==> src/design/gmgb_pkg.sv <==
// Package for the grid mass block: transaction payload types, function codes,
// register indexes and the command/status structs between controller and datapath.
// No dependencies.
package gmgb_pkg;

  typedef enum logic [1:0] {
    FN_LOAD = 2'd0,
    FN_READ = 2'd1,
    FN_GRAV = 2'd2,
    FN_EXPL = 2'd3
  } func_e;

  localparam int unsigned CFG_IDX_W  = 1;
  localparam int unsigned CFG_DATA_W = 16;

  localparam logic [CFG_IDX_W-1:0] CFG_DIAM = 1'b0;
  localparam logic [CFG_IDX_W-1:0] CFG_FRAC = 1'b1;

  localparam logic [4:0]  DIAM_RST = 5'd16;
  localparam logic [15:0] FRAC_RST = 16'd6554;

  localparam logic [31:0] BLAST_SHARES = 32'd27;

  typedef struct packed {
    func_e       func;
    logic [3:0]  cell_x;
    logic [3:0]  cell_y;
    logic [3:0]  cell_z;
    logic [9:0]  pos_x;
    logic [9:0]  pos_y;
    logic [9:0]  pos_z;
    logic [31:0] mass_value;
  } in_t;

  typedef struct packed {
    logic        status;
    logic [31:0] cell_mass;
    logic        moved;
    logic [3:0]  dest_x;
    logic [3:0]  dest_y;
    logic [3:0]  dest_z;
  } out_t;

  typedef struct packed {
    logic capture;
    logic clr_wr;
    logic ctr_rd;
    logic ctr_get;
    logic off_inc;
    logic nbr_rd;
    logic nbr_get;
    logic exp_acc;
    logic mul;
    logic amt;
    logic dst_wr;
    logic ctr_wr;
    logic res_ld;
  } cmd_t;

  typedef struct packed {
    func_e func;
    logic  clr_last;
    logic  div_done;
    logic  oob;
    logic  ctr_zero;
    logic  nbr_in;
    logic  off_center;
    logic  off_last;
    logic  found;
  } stat_t;

endpackage

==> src/design/gmgb_ctrl.sv <==
// Controller state machine: sequences clearing, neighbor scans and writes.
// Depends on gmgb_pkg.
module gmgb_ctrl (
  input  logic           clk_i,
  input  logic           rst_ni,
  input  logic           start,
  input  gmgb_pkg::stat_t stat_i,
  output gmgb_pkg::cmd_t  cmd_o,
  output logic           busy,
  output logic           done_o
);

  typedef enum logic [12:0] {
    S_CLEAR = 13'b0000000000001,
    S_IDLE  = 13'b0000000000010,
    S_DIV   = 13'b0000000000100,
    S_CRD   = 13'b0000000001000,
    S_CGET  = 13'b0000000010000,
    S_NRD   = 13'b0000000100000,
    S_NGET  = 13'b0000001000000,
    S_POST  = 13'b0000010000000,
    S_MUL   = 13'b0000100000000,
    S_AMT   = 13'b0001000000000,
    S_WDST  = 13'b0010000000000,
    S_WCTR  = 13'b0100000000000,
    S_FIN   = 13'b1000000000000
  } state_e;

  state_e state_q, state_d;
  logic   done_q;

  always_comb begin
    state_d = state_q;
    cmd_o   = '0;
    case (state_q)
      S_CLEAR: begin
        cmd_o.clr_wr = 1'b1;
        if (stat_i.clr_last) state_d = S_IDLE;
      end
      S_IDLE: begin
        if (start) begin
          cmd_o.capture = 1'b1;
          state_d = S_DIV;
        end
      end
      S_DIV: begin
        if (stat_i.div_done) begin
          if (stat_i.oob) state_d = S_FIN;
          else if (stat_i.func == gmgb_pkg::FN_LOAD) state_d = S_WCTR;
          else state_d = S_CRD;
        end
      end
      S_CRD: begin
        cmd_o.ctr_rd = 1'b1;
        state_d = S_CGET;
      end
      S_CGET: begin
        cmd_o.ctr_get = 1'b1;
        if (stat_i.func == gmgb_pkg::FN_READ) state_d = S_FIN;
        else if (stat_i.func == gmgb_pkg::FN_GRAV && stat_i.ctr_zero) state_d = S_FIN;
        else state_d = S_NRD;
      end
      S_NRD: begin
        if (stat_i.off_center) begin
          cmd_o.off_inc = 1'b1;
        end else if (!stat_i.nbr_in) begin
          // out-of-grid share lands on the center for a blast
          cmd_o.exp_acc = (stat_i.func == gmgb_pkg::FN_EXPL);
          if (stat_i.off_last) state_d = S_POST;
          else cmd_o.off_inc = 1'b1;
        end else begin
          cmd_o.nbr_rd = 1'b1;
          state_d = S_NGET;
        end
      end
      S_NGET: begin
        cmd_o.nbr_get = 1'b1;
        if (stat_i.off_last) begin
          state_d = S_POST;
        end else begin
          cmd_o.off_inc = 1'b1;
          state_d = S_NRD;
        end
      end
      S_POST: begin
        if (stat_i.func == gmgb_pkg::FN_EXPL) state_d = S_WCTR;
        else if (stat_i.found) state_d = S_MUL;
        else state_d = S_FIN;
      end
      S_MUL: begin
        cmd_o.mul = 1'b1;
        state_d = S_AMT;
      end
      S_AMT: begin
        cmd_o.amt = 1'b1;
        state_d = S_WDST;
      end
      S_WDST: begin
        cmd_o.dst_wr = 1'b1;
        state_d = S_WCTR;
      end
      S_WCTR: begin
        cmd_o.ctr_wr = 1'b1;
        state_d = S_FIN;
      end
      S_FIN: begin
        cmd_o.res_ld = 1'b1;
        state_d = S_IDLE;
      end
      default: state_d = S_IDLE;
    endcase
  end

  always_ff @(posedge clk_i or negedge rst_ni) begin
    if (!rst_ni) begin
      state_q <= S_CLEAR;
      done_q  <= 1'b0;
    end else begin
      state_q <= state_d;
      done_q  <= (state_q == S_FIN);
    end
  end

  assign busy   = (state_q != S_IDLE);
  assign done_o = done_q;

endmodule

==> config.mk <==
export PLATFORM = sky130hd
export DESIGN_NAME = gmgb_ctrl
export DESIGN_NICKNAME = d
export VERILOG_FILES = /design/src/design/gmgb_pkg.sv /design/src/design/gmgb_ctrl.sv
export SDC_FILE = /design/constraint.sdc
export NUM_CORES = 1
export LEC_CHECK = 0
export ABC_AREA = 1
export BUFFER_PORTS_ARGS = -buffer_cell sky130_fd_sc_hd__clkbuf_2
export CAP_MARGIN = 20
export CORE_MARGIN = 8
export CORE_UTILIZATION = 35
export DETAILED_ROUTE_END_ITERATION = 8
export PLACE_DENSITY = 0.58
export SLEW_MARGIN = 40
export SYNTH_ARGS = -nofsm -noshare
export SYNTH_HDL_FRONTEND = slang
export SYNTH_SLANG_ARGS = --single-unit
==> constraint.sdc <==
create_clock -name clk_i -period 2.7 [get_ports clk_i]
set_input_delay 0.54 -clock clk_i [delete_from_list [all_inputs] [get_ports clk_i]]
set_output_delay 0.54 -clock clk_i [all_outputs]
set_load 0.01 [all_outputs]
==> results_dict.tcl <==
set metrics [dict create \
    rsz0062_at_grt "no" \
    dp_hpwl_mm 2.155 \
    critPathKind "reg -> out" \
    antenna_found_initial 0 \
    cts_hold_buf 0 \
    synthTopCellsByCount "inv_1 (27), nand2_1 (26), nor2_1 (18)" \
    port_buffers 27 \
    tightest_slew_ns 0.3667 \
    syn_area_um2 1047 \
    pre_cts_ws_ns 0.8014 \
    drive_gt1_share_pct 34.29 \
    clock_latency_ns 0.28 \
    clock_sinks 14 \
    status "completed" \
    synth.avg_cell_area_um2 7.273 \
    detail-route-antenna-nets 0 \
    syn_nets 157 \
    yosysSeqAreaShare_pct 33.57 \
    area_growth_pct 19.35 \
    core-area_um2 2953 \
    slew_headroom_pct 75.33 \
    root_buffer "clkbuf_4" \
    cts_buffer_depth 2 \
    required_ns 2.16 \
    drv_cap 0 \
    hold_path_class "in -> async" \
    clk_pin_slew_worst_paths_ns 0.09 \
    worstPathArrival_ns 1.66 \
    drc 0 \
    antenna_cells 0 \
    period_minus_slack_ns 2.197 \
    power.density_nw_per_um2 609.2 \
    yosysTopAreaCell "dfrtp_1" \
    p_leak_nw 0.7502 \
    critPathMaxFanout 5 \
    cts-resized-gates 0 \
    cts_tree "done" \
    die_width_um 70.70 \
    ys.flop_type "dfrtp_1" \
    vias 966 \
    r2r-start "state_q[0]$_DFFE_PN1P_" \
    synth_edf_count 0 \
    ios 28 \
    synth_warnings 0 \
    grt_pass1_vias 1000 \
    synth.area.top_cells "dfrtp_1 (31%), inv_1 (9.7%), nand2_1 (9.3%), nor2_1 (6.5%), nor2_4 (6.5%)" \
    setup_tns_ns 0 \
    synth-seq-cells 14 \
    grt_usage_pct 10.51 \
    die_h_um 70.70 \
    fmaxAchievable_ghz 0.4551 \
    end_kind "primary output" \
    grt_max_degree 15 \
    grt_pass1_wl_mm 4.271 \
    viasPerCell 4.644 \
    initial_core_util_pct 35.47 \
    synth.most_common_cell "inv_1" \
    wl_per_cell_um 12.10 \
    first_iter_violations 30 \
    min_period_over_period_pct 81.39 \
    cp-start-kind "flip-flop" \
    fp-row-count 20 \
    nets 189 \
    finalMaxSlewViolations 0 \
    critPathLaunch "state_q[8]$_DFFE_PN0P_" \
    grt-ovfl-total 0 \
    htreeDepth 1 \
    final-setup-viol-count 0 \
    dp.cells 204 \
    fin_cells 208 \
    numCtsBuffers 3 \
    finClkSkew_ns 0.007544 \
    layout_setup_ws_ns 0.5026 \
    totalWireLength_mm 2.516 \
    synth_cell_type_count 27 \
    postCtsSetupRepairBufs 0 \
    gp_congestion 0.8899 \
    hold_viol_final 0 \
    synthArstFlopShare_pct 100.0 \
    die_area_um2 4998 \
    yosys.area.top_type_share_pct 31.06 \
    netlist_instances 144 \
    dr.pass1.iters 3 \
    ir_worst_vdd_uv 163.3 \
]
## cell type report
type / count / area (µm²)
flip-flops and latches: 14 / 351.6
well taps: 33 / 41.29
clock buffers: 4 / 26.28
multi-input cells: 100 / 581.8
inverters: 30 / 113.9
fillers: 319 / 1703
repair buffers: 27 / 135.1
## final timing paths
path                                      endpoint  slack (ns)  cells past startpoint
min in group clk_i          state_q[6]$_DFFE_PN0P_        0.48                      2
setup / recovery                          cmd_o[5]        0.50                      6
hold reg to reg                   done_o$_DFF_PN0_        0.62                      2
setup reg to reg            state_q[3]$_DFFE_PN0P_        1.22                      8
max in group asynchronous   state_q[0]$_DFFE_PN1P_        2.22                      1
hold / removal             state_q[10]$_DFFE_PN0P_        0.15                      1
## cells in the final DEF (no fill, tap or decap), types with 3 or more instances in the layout
master,count
nand3_1,9
clkbuf_4,3
nor4_1,5
inv_1,27
o21ai_0,3
nor2_4,6
nand2_4,4
clkbuf_2,27
nand2_2,3
nor2_1,18
nor2_2,8
nor3_1,4
nand2_1,26
dfrtp_1,13
## registers in the layout (all words and copies together), names as in the netlist
name	flops
state_q	13
done_o	1
## worst max-delay path, stage by stage, from the launching register on
cell and delay (ns):
dfrtp_1 0.43, nor2_4 0.20, nand3_4 0.14, nor2_4 0.14, nand2_2 0.10, nor4_1 0.19
clkbuf_2 0.18
## routing by layer
metal	routed length [µm]	GRT usage, %
met1	1226	13.18
met2	1139	16.27
met3	118	2.825
met4	31	4.850
met5	0	0
## through the flow
step,utilization [%],area (µm²),power [W],hold slack (ns)
after floorplan,-,1047,0.0005521,0.2444
after global placement,41.44,1224,0.0006391,0.4722
after detailed placement,41.44,1224,0.0006452,0.4744
after CTS,42.33,1250,0.0007714,0.1629
after global routing,42.33,1250,0.0008230,0.1618
final,42.33,1250,0.0007614,0.1543
## logic make-up (layout without fill, tap and decap cells)
group	after synthesis	in the layout	share of synthesized area, %
flops	14	14	33.57
simple gates	93	93	51.61
compound gates	7	7	3.943
buf+inv	30	61	10.87
## report_power, final
part | internal, W | total [W] | switching, W
Clock | 0.0000572 | 0.000126 | 0.0000690
Sequential | 0.000232 | 0.000250 | 0.0000189
Combinational | 0.000135 | 0.000385 | 0.000250
Note: power is estimated with default switching activity, not from simulation.
